`config.mk`:
```
export PLATFORM = sky130hd
export DESIGN_NAME = bounded_list_store_engine_core
export DESIGN_NICKNAME = d
export VERILOG_FILES = /design/src/rtl/bls_pkg.sv /design/src/rtl/bls_datapath.sv /design/src/rtl/bls_ctrl.sv /design/src/rtl/bounded_list_store_engine_core.sv
export SDC_FILE = /design/constraint.sdc
export NUM_CORES = 2
export LEC_CHECK = 0
export BUFFER_PORTS_ARGS = -buffer_cell sky130_fd_sc_hd__buf_2
export CAP_MARGIN = 20
export CORE_UTILIZATION = 46
export DETAILED_ROUTE_END_ITERATION = 10
export PLACE_DENSITY = 0.62
export SYNTH_ARGS = -nofsm -noshare
export SYNTH_HDL_FRONTEND = slang
export SYNTH_SLANG_ARGS = --single-unit
```
`constraint.sdc`:
```
create_clock -name clk -period 13.2 [get_ports clk]
set_input_delay 1.32 -clock clk [delete_from_list [all_inputs] [get_ports clk]]
set_output_delay 1.32 -clock clk [all_outputs]
set_load 0.03 [all_outputs]
```
`src/rtl/bls_pkg.sv`:
```
// shared types and constants of the bounded list store engine
// no dependencies
`default_nettype none
package bls_pkg;

    localparam int DEPTH_DEF = 64;
    localparam int WIDTH_DEF = 32;

    typedef enum logic [2:0] {
        OP_APPEND  = 3'd0,
        OP_FIND    = 3'd1,
        OP_REM1    = 3'd2,
        OP_REMALL  = 3'd3,
        OP_SORT    = 3'd4,
        OP_READ    = 3'd5,
        OP_CLEAR   = 3'd6,
        OP_STATUS  = 3'd7
    } opcode_t;

    typedef enum logic [1:0] {
        ST_OK    = 2'd0,
        ST_NF    = 2'd1,
        ST_FULL  = 2'd2,
        ST_OOR   = 2'd3
    } status_t;

    typedef enum logic [3:0] {
        CMD_NONE,
        CMD_START,
        CMD_RD_SCAN,
        CMD_SCAN,
        CMD_RD_KEY,
        CMD_KEY,
        CMD_RD_J,
        CMD_JSTEP,
        CMD_PLACE,
        CMD_RD_POS,
        CMD_FINISH
    } cmd_t;

    typedef struct packed {
        opcode_t op;
        logic    cnt_zero;
        logic    match;
        logic    scan_last;
        logic    sort_more;
        logic    gt;
        logic    j_one;
        logic    key_last;
        logic    out_free;
    } sts_t;

endpackage
`default_nettype wire

```
`src/rtl/bls_datapath.sv`:
```
// datapath: element memory, pointers, count, sorted flag and result register
// depends on bls_pkg
`default_nettype none
module bls_datapath
    import bls_pkg::*;
#(
    parameter int DEPTH = DEPTH_DEF,
    parameter int WIDTH = WIDTH_DEF
)
(
    input  wire logic               clk,
    input  wire logic               rst_n,
    input  wire cmd_t               cmd,
    output sts_t                    sts,
    input  wire logic [2:0]         opcode,
    input  wire logic signed [31:0] value,
    input  wire logic [5:0]         position,
    output logic                    out_valid,
    input  wire logic               out_ready,
    output logic [1:0]              status,
    output logic [5:0]              found_index,
    output logic signed [31:0]      read_value,
    output logic [6:0]              removed_count,
    output logic [6:0]              item_count,
    output logic                    sorted_flag
);

    localparam int AW = $clog2(DEPTH);
    localparam int CW = $clog2(DEPTH + 1);
    localparam int XW = ((CW > 6) ? CW : 6) + 1;

    logic signed [WIDTH-1:0] mem [DEPTH];

    opcode_t                 op_reg;
    logic signed [WIDTH-1:0] val_reg, key_reg, rdata_reg;
    logic [5:0]              pos_reg;
    logic [CW-1:0]           cnt_reg, rp_reg, wp_reg, ip_reg, jp_reg, fidx_reg;
    logic                    hit_reg, ord_reg;

    logic                    ov_reg;
    logic [1:0]              st_reg;
    logic [5:0]              fi_reg;
    logic signed [31:0]      rv_reg;
    logic [6:0]              rc_reg, ic_reg;
    logic                    sf_reg;

    logic                    rd_en, wr_en, match, drop, in_range, full;
    logic [AW-1:0]           raddr, waddr;
    logic signed [WIDTH-1:0] wdata;
    logic [CW:0]             rp_inc, ip_inc;

    assign match    = (rdata_reg == val_reg);
    assign drop     = match && ((op_reg == OP_REMALL) || !hit_reg);
    assign rp_inc   = {1'b0, rp_reg} + 1'b1;
    assign ip_inc   = {1'b0, ip_reg} + 1'b1;
    assign in_range = XW'(pos_reg) < XW'(cnt_reg);
    assign full     = (cnt_reg == CW'(DEPTH));

    always_comb
    begin
        sts.op        = op_reg;
        sts.cnt_zero  = (cnt_reg == '0);
        sts.match     = match;
        sts.scan_last = (rp_inc >= {1'b0, cnt_reg});
        sts.sort_more = (ip_reg < cnt_reg);
        sts.gt        = (rdata_reg > key_reg);
        sts.j_one     = (jp_reg == CW'(1));
        sts.key_last  = (ip_inc >= {1'b0, cnt_reg});
        sts.out_free  = !ov_reg || out_ready;
    end

    // memory port control
    always_comb
    begin
        rd_en = 1'b0;
        wr_en = 1'b0;
        raddr = AW'(rp_reg);
        waddr = AW'(wp_reg);
        wdata = rdata_reg;
        case (cmd)
            CMD_RD_SCAN: rd_en = 1'b1;
            CMD_RD_KEY:
            begin
                rd_en = 1'b1;
                raddr = AW'(ip_reg);
            end
            CMD_RD_J:
            begin
                rd_en = 1'b1;
                raddr = AW'(jp_reg - 1'b1);
            end
            CMD_RD_POS:
            begin
                rd_en = 1'b1;
                raddr = AW'(pos_reg);
            end
            CMD_SCAN:
            begin
                wr_en = (op_reg != OP_FIND) && !drop;
            end
            CMD_JSTEP:
            begin
                wr_en = 1'b1;
                waddr = AW'(jp_reg);
                wdata = sts.gt ? rdata_reg : key_reg;
            end
            CMD_PLACE:
            begin
                wr_en = 1'b1;
                waddr = AW'(jp_reg);
                wdata = key_reg;
            end
            CMD_FINISH:
            begin
                wr_en = (op_reg == OP_APPEND) && !full;
                waddr = AW'(cnt_reg);
                wdata = val_reg;
            end
            default: ;
        endcase
    end

    always_ff @(posedge clk)
    begin
        if (wr_en)
            mem[waddr] <= wdata;
        if (rd_en)
            rdata_reg <= mem[raddr];
    end

    // working registers
    always_ff @(posedge clk)
    begin
        case (cmd)
            CMD_START:
            begin
                op_reg   <= opcode_t'(opcode);
                val_reg  <= WIDTH'(value);
                pos_reg  <= position;
                rp_reg   <= '0;
                wp_reg   <= '0;
                ip_reg   <= CW'(1);
                fidx_reg <= '0;
                hit_reg  <= 1'b0;
            end
            CMD_SCAN:
            begin
                rp_reg <= CW'(rp_inc);
                if (op_reg == OP_FIND)
                begin
                    if (match && !hit_reg)
                    begin
                        hit_reg  <= 1'b1;
                        fidx_reg <= rp_reg;
                    end
                end
                else if (drop)
                begin
                    hit_reg <= 1'b1;
                    if (!hit_reg)
                        fidx_reg <= rp_reg;
                end
                else
                    wp_reg <= wp_reg + 1'b1;
            end
            CMD_KEY:
            begin
                key_reg <= rdata_reg;
                jp_reg  <= ip_reg;
            end
            CMD_JSTEP:
            begin
                if (sts.gt)
                    jp_reg <= jp_reg - 1'b1;
                else
                    ip_reg <= CW'(ip_inc);
            end
            CMD_PLACE: ip_reg <= CW'(ip_inc);
            default: ;
        endcase
    end

    // list state and result register
    always_ff @(posedge clk or negedge rst_n)
    begin
        if (!rst_n)
        begin
            cnt_reg <= '0;
            ord_reg <= 1'b0;
            ov_reg  <= 1'b0;
        end
        else
        begin
            if (ov_reg && out_ready)
                ov_reg <= 1'b0;
            if (cmd == CMD_FINISH)
            begin
                ov_reg <= 1'b1;
                st_reg <= ST_OK;
                fi_reg <= '0;
                rv_reg <= '0;
                rc_reg <= '0;
                ic_reg <= 7'(cnt_reg);
                sf_reg <= ord_reg;
                case (op_reg)
                    OP_APPEND:
                    begin
                        if (full)
                            st_reg <= ST_FULL;
                        else
                        begin
                            cnt_reg <= cnt_reg + 1'b1;
                            ic_reg  <= 7'(cnt_reg + 1'b1);
                        end
                    end
                    OP_FIND:
                    begin
                        if (hit_reg)
                            fi_reg <= 6'(fidx_reg);
                        else
                            st_reg <= ST_NF;
                    end
                    OP_REM1, OP_REMALL:
                    begin
                        if (hit_reg)
                        begin
                            fi_reg  <= 6'(fidx_reg);
                            rc_reg  <= 7'(cnt_reg - wp_reg);
                            cnt_reg <= wp_reg;
                            ic_reg  <= 7'(wp_reg);
                        end
                        else
                            st_reg <= ST_NF;
                    end
                    OP_SORT:
                    begin
                        if (cnt_reg > CW'(1))
                        begin
                            ord_reg <= 1'b1;
                            sf_reg  <= 1'b1;
                        end
                    end
                    OP_READ:
                    begin
                        if (in_range)
                            rv_reg <= 32'(rdata_reg);
                        else
                            st_reg <= ST_OOR;
                    end
                    OP_CLEAR:
                    begin
                        cnt_reg <= '0;
                        ord_reg <= 1'b0;
                        ic_reg  <= '0;
                        sf_reg  <= 1'b0;
                    end
                    default: ;
                endcase
            end
        end
    end

    assign out_valid     = ov_reg;
    assign status        = st_reg;
    assign found_index   = fi_reg;
    assign read_value    = rv_reg;
    assign removed_count = rc_reg;
    assign item_count    = ic_reg;
    assign sorted_flag   = sf_reg;

endmodule
`default_nettype wire

```
`src/rtl/bls_ctrl.sv`:
```
// controller state machine sequencing scan, sort and read walks
// depends on bls_pkg
`default_nettype none
module bls_ctrl
    import bls_pkg::*;
(
    input  wire logic clk,
    input  wire logic rst_n,
    input  wire logic in_valid,
    output logic      in_ready,
    input  wire sts_t sts,
    output cmd_t      cmd
);

    typedef enum logic [10:0] {
        S_IDLE  = 11'b00000000001,
        S_DISP  = 11'b00000000010,
        S_SRD   = 11'b00000000100,
        S_SCMP  = 11'b00000001000,
        S_KRD   = 11'b00000010000,
        S_KLD   = 11'b00000100000,
        S_JRD   = 11'b00001000000,
        S_JCMP  = 11'b00010000000,
        S_PLACE = 11'b00100000000,
        S_PRD   = 11'b01000000000,
        S_DONE  = 11'b10000000000
    } state_t;

    state_t state_reg, state_next;

    assign in_ready = (state_reg == S_IDLE);

    always_comb
    begin
        state_next = state_reg;
        cmd        = CMD_NONE;
        unique case (state_reg)
            S_IDLE:
            begin
                if (in_valid)
                begin
                    cmd        = CMD_START;
                    state_next = S_DISP;
                end
            end
            S_DISP:
            begin
                unique case (sts.op)
                    OP_FIND, OP_REM1, OP_REMALL:
                        state_next = sts.cnt_zero ? S_DONE : S_SRD;
                    OP_SORT:  state_next = sts.sort_more ? S_KRD : S_DONE;
                    OP_READ:  state_next = S_PRD;
                    default:  state_next = S_DONE;
                endcase
            end
            S_SRD:
            begin
                cmd        = CMD_RD_SCAN;
                state_next = S_SCMP;
            end
            S_SCMP:
            begin
                cmd = CMD_SCAN;
                if ((sts.op == OP_FIND && sts.match) || sts.scan_last)
                    state_next = S_DONE;
                else
                    state_next = S_SRD;
            end
            S_KRD:
            begin
                cmd        = CMD_RD_KEY;
                state_next = S_KLD;
            end
            S_KLD:
            begin
                cmd        = CMD_KEY;
                state_next = S_JRD;
            end
            S_JRD:
            begin
                cmd        = CMD_RD_J;
                state_next = S_JCMP;
            end
            S_JCMP:
            begin
                cmd = CMD_JSTEP;
                if (sts.gt)
                    state_next = sts.j_one ? S_PLACE : S_JRD;
                else
                    state_next = sts.key_last ? S_DONE : S_KRD;
            end
            S_PLACE:
            begin
                cmd        = CMD_PLACE;
                state_next = sts.key_last ? S_DONE : S_KRD;
            end
            S_PRD:
            begin
                cmd        = CMD_RD_POS;
                state_next = S_DONE;
            end
            S_DONE:
            begin
                if (sts.out_free)
                begin
                    cmd        = CMD_FINISH;
                    state_next = S_IDLE;
                end
            end
            default: state_next = S_IDLE;
        endcase
    end

    always_ff @(posedge clk or negedge rst_n)
    begin
        if (!rst_n)
            state_reg <= S_IDLE;
        else
            state_reg <= state_next;
    end

endmodule
`default_nettype wire

```
`src/rtl/bounded_list_store_engine_core.sv`:
```
// append, clear and status finish without a walk and read fetches one word; find and remove
// walk the words (one memory read then one compare per word); sort walks each key and shifts
// larger words up one place at a time, so it is slowest on reversed data
// one command at a time: the single-port element memory sets the pace of every walk
// reset (rst_n, asynchronous, active low) empties the list and clears the sorted flag;
// the element memory keeps its contents and needs no clearing pass
`default_nettype none
module bounded_list_store_engine_core
    import bls_pkg::*;
#(
    parameter int DEPTH = DEPTH_DEF,
    parameter int WIDTH = WIDTH_DEF
)
(
    input  wire logic               clk,
    input  wire logic               rst_n,
    input  wire logic               in_valid,
    output logic                    in_ready,
    input  wire logic [2:0]         opcode,
    input  wire logic signed [31:0] value,
    input  wire logic [5:0]         position,
    output logic                    out_valid,
    input  wire logic               out_ready,
    output logic [1:0]              status,
    output logic [5:0]              found_index,
    output logic signed [31:0]      read_value,
    output logic [6:0]              removed_count,
    output logic [6:0]              item_count,
    output logic                    sorted_flag
);

    // command from controller, flags back from datapath
    cmd_t cmd;
    sts_t sts;

    // sequencer: walks the memory word by word for find, remove and sort, and reads one word for read
    bls_ctrl u_ctrl
    (
        .clk      (clk),
        .rst_n    (rst_n),
        .in_valid (in_valid),
        .in_ready (in_ready),
        .sts      (sts),
        .cmd      (cmd)
    );

    // memory, pointers and the result word register
    bls_datapath #(
        .DEPTH (DEPTH),
        .WIDTH (WIDTH)
    ) u_dp
    (
        .clk           (clk),
        .rst_n         (rst_n),
        .cmd           (cmd),
        .sts           (sts),
        .opcode        (opcode),
        .value         (value),
        .position      (position),
        .out_valid     (out_valid),
        .out_ready     (out_ready),
        .status        (status),
        .found_index   (found_index),
        .read_value    (read_value),
        .removed_count (removed_count),
        .item_count    (item_count),
        .sorted_flag   (sorted_flag)
    );

endmodule
`default_nettype wire

```
==> reports/qor.txt <==
Comb power frac = 20.9%
Pin slew with the least headroom to its limit = 1.41 ns
Clock tree sinks = 2263
Worst hold slack = 0.431 ns
Flip-flop count of the largest register after layout = 2048
Switch Pwr = 5530 µW
Count of endpoints failing hold in the final timing report = 0
Clock tree from TritonCTS = built
Final setup vio count = 0
Via count of the routed design = 56600
Aggregate routed wire length = 275000 µm
Sequential area share after synthesis = 74.2%
Mean post-synth cell area = 15.0 µm²
TritonRoute pass-1 iters = 9
Worst-skew pair later-pin latency = 0.88 ns
Top_reg_cell synth = sky130_fd_sc_hd__edfxtp_1
Clock Power Share = 33.5%
Count of port buffers added during placement = 101
Area of the core = 197000 µm²
RSZ-0062 raised after global routing = false
Mapped Cells = 6080
Initial core utilization = 46.3%
Largest Register = u_dp.mem
Crit path launch type = flop
Violation count after the first detailed-route iteration = 7264
Crit. End Element = flop
Placed Instances = 8588
Chip Height = 448 µm
Number of standard-cell rows in the floorplan = 163
TritonCTS buffer count = 220
Nets in the synthesized netlist = 6198
Fin crit share = 50.0%
Die Span X = 448 µm
Ys async rst share = 0.884%
Lkg Pwr = 0.0337 µW
Fraction of layout cells with a size suffix above 1 = 13.4%
Worst EP arrival = 7.31 ns
Worst flop-to-flop path startpoint = u_ctrl.state_reg[2]
Cell with the most instances after synthesis = sky130_fd_sc_hd__edfxtp_1
Post-layout instance count excluding filler cells = 9004
H-tree Lvls = 4
Maximum fanout along the worst path = 138
Aggregate global routing overflow = 0
Startpoint-to-endpoint class of the critical path = reg -> reg
Count of buffers added by post-CTS timing repair for setup = 0
Top cells by instance count after synthesis = 2243 x sky130_fd_sc_hd__edfxtp_1, 1000 x sky130_fd_sc_hd__nand2_1, 463 x sky130_fd_sc_hd__nand3_1
Portion of synthesized cell area occupied by the leading cell type = 73.6%
Number of fill cells in the layout = 16100
Clock skew = 0.0401 ns
Overall Global Routing Usage = 27.1%
Time the final worst path needs with I/O delays and setup = 6.60 ns
Biggest area contributors in the synthesized netlist = sky130_fd_sc_hd__edfxtp_1 74%, sky130_fd_sc_hd__nand2_1 4.1%, sky130_fd_sc_hd__mux4_2 3.4%, sky130_fd_sc_hd__nand3_1 2.5%, sky130_fd_sc_hd__a311oi_1 1.4%
Global-route wire length before repair = 389000 µm
Count of warnings emitted by yosys = 0
Switching fraction of total power = 30.5%
Routed Antenna Nets = 0
Power Internal = 12600 µW
Root Driver = sky130_fd_sc_hd__clkbuf_16
Per-cell routed wire length = 30.5 µm
Die area = 201000 µm²
Area of the mapped netlist = 91500 µm²
Setup TNS Final = 0 ns
Type of the worst min-delay path = in -> async
Number of enable-type register cells in the synthesized netlist = 2243
Number of antenna violations at the first check in global routing = 14
Cell accounting for the most synthesized area = sky130_fd_sc_hd__edfxtp_1
Total of cells resized after clock tree synthesis = 0
Post-DR vias/cell = 6.29
Clock-pin slew of the registers on the worst-case setup and hold paths = 0.06 ns
Outcome = finished clean
Number of buffers added to fix hold violations after cts = 0
Growth of design area from synthesis to finish = 12.5%
CP Data Required Time = 13.91 ns
Vias in the first global route = 54100
Highest achievable clock rate = 152 MHz
Launch point of the worst path = u_ctrl.state_reg[2]
Worst slew margin relative to its limit = 4.92%
Top-level I/O count = 102
FF+latch count, synth = 2263
Max-slew violation count = 0
Worst vdd rail ir drop = 0.110 mV
Number of different library cells in the post-synthesis netlist = 85
Final #Nets = 6291
Sequential share of power = 45.6%
DP Wirelength = 147000 µm
Global placement routability congestion = 0.856
Pwr/cell area = 176 nW/µm²
Max clock buf depth = 3
Maximum number of pins on one net before global-route repair = 170
Max-capacitance violation count = 0
Number of DRC violations after detailed routing = 0
-- cell usage in the layout, fill, tap and decap left out, types with 14 or more instances in the layout --
cell,n
sky130_fd_sc_hd__nand2_1,995
sky130_fd_sc_hd__nor2_1,114
sky130_fd_sc_hd__a21oi_1,103
sky130_fd_sc_hd__buf_4,157
sky130_fd_sc_hd__a211o_1,32
sky130_fd_sc_hd__clkbuf_16,223
sky130_fd_sc_hd__clkinv_2,39
sky130_fd_sc_hd__inv_1,88
sky130_fd_sc_hd__buf_2,101
sky130_fd_sc_hd__nand3_1,462
sky130_fd_sc_hd__o21a_1,14
sky130_fd_sc_hd__bufinv_16,15
sky130_fd_sc_hd__mux4_2,139
sky130_fd_sc_hd__clkbuf_1,45
sky130_fd_sc_hd__o21ai_0,132
sky130_fd_sc_hd__xnor2_1,49
sky130_fd_sc_hd__a22oi_1,83
sky130_fd_sc_hd__and3_1,121
sky130_fd_sc_hd__nor2_4,71
sky130_fd_sc_hd__nor3_1,71
sky130_fd_sc_hd__a311oi_1,146
sky130_fd_sc_hd__o221ai_4,31
sky130_fd_sc_hd__nor4_1,32
sky130_fd_sc_hd__ha_1,72
sky130_fd_sc_hd__mux2i_1,63
sky130_fd_sc_hd__a21o_1,22
sky130_fd_sc_hd__and2_1,26
sky130_fd_sc_hd__nand4_1,57
sky130_fd_sc_hd__dfrtp_1,19
sky130_fd_sc_hd__a22o_1,22
sky130_fd_sc_hd__clkinv_1,64
sky130_fd_sc_hd__a31oi_1,123
sky130_fd_sc_hd__a32oi_1,48
sky130_fd_sc_hd__a211oi_1,103
sky130_fd_sc_hd__o221ai_1,26
sky130_fd_sc_hd__edfxtp_1,2243
-- critical path: stages, from the launching register on --
cell,delay [ns]
sky130_fd_sc_hd__dfrtp_1,0.46
sky130_fd_sc_hd__nor4_4,0.80
sky130_fd_sc_hd__nand4_2,0.39
sky130_fd_sc_hd__and3_2,0.53
sky130_fd_sc_hd__nor2_8,0.59
sky130_fd_sc_hd__buf_12,0.55
sky130_fd_sc_hd__buf_4,0.78
sky130_fd_sc_hd__nand2_1,0.12
sky130_fd_sc_hd__a32oi_1,0.24
sky130_fd_sc_hd__nand4_1,0.27
sky130_fd_sc_hd__a41oi_1,1.17
sky130_fd_sc_hd__or3_1,0.27
-- layout make-up --
type,count,area (µm²),area share (%)
antenna,9,22.5,0.0219
timing repair buffer,268,1890,1.84
clock buffer,268,5750,5.59
inverter,88,330,0.321
tap,2640,3300,3.21
clock inverter,136,1130,1.10
sequential,2263,67900,65.9
multi-input combinational,3332,22600,22.0
-- kinds of logic (layout without fill, tap and decap cells) --
kind of cell	after synthesis	in the layout	share of synthesized area [%]
buffers and inverters	485	760	2.43
AOI/OAI and AO/OA	961	961	7.58
and+or+nand+nor	2025	2025	10.0
adders and majority gates	73	73	1.01
DFF	2263	2263	74.2
muxes	213	213	4.25
xor gates and xnor gates	60	60	0.574
other	0	9	0
-- power groups by stage --
stage          Combinational [µW]  Clock, µW  Sequential, µW
2_1_floorplan                2310          0            8400
3_3_place_gp                 3690          0            8430
3_5_place_dp                 3730          0            8430
4_1_cts                      3750       6130            8280
5_1_grt                      3990       6390            8290
6_report                     3790       6070            8290
-- path summary, 6_finish.rpt --
path	slack (ns)	cells after the start	to
hold / removal	0.43	1	u_ctrl.state_reg[1]
setup reg to reg	6.60	11	u_dp.rdata_reg[7]
max in group asynchronous	12.41	1	u_ctrl.state_reg[0]
setup / recovery	6.60	11	u_dp.rdata_reg[7]
hold reg to reg	0.52	1	u_dp.ord_reg
min in group clk	0.52	1	u_dp.ord_reg
-- metal layers --
metal  vias up  part of all wire (%)  GRT usage (%)
met3       481                    10           5.77
met4         4                   4.2           11.9
met5         -                0.0098              0
li1      23900                     -              -
met1     29000                    40           37.2
met2      3210                    46           41.8
-- through the flow --
stage / util, % / setup slack [ns] / instance area [µm²] / power [µW]
2_1_floorplan: - / 8.27 / 91500 / 10700
3_3_place_gp: 48.6 / 6.87 / 96000 / 12100
3_5_place_dp: 48.6 / 6.73 / 96000 / 12200
4_1_cts: 52.1 / 6.68 / 103000 / 18200
5_1_grt: 52.1 / 6.43 / 103000 / 18700
6_report: 52.1 / 6.60 / 103000 / 18200
No activity file was read; power rests on OpenSTA's default activity.
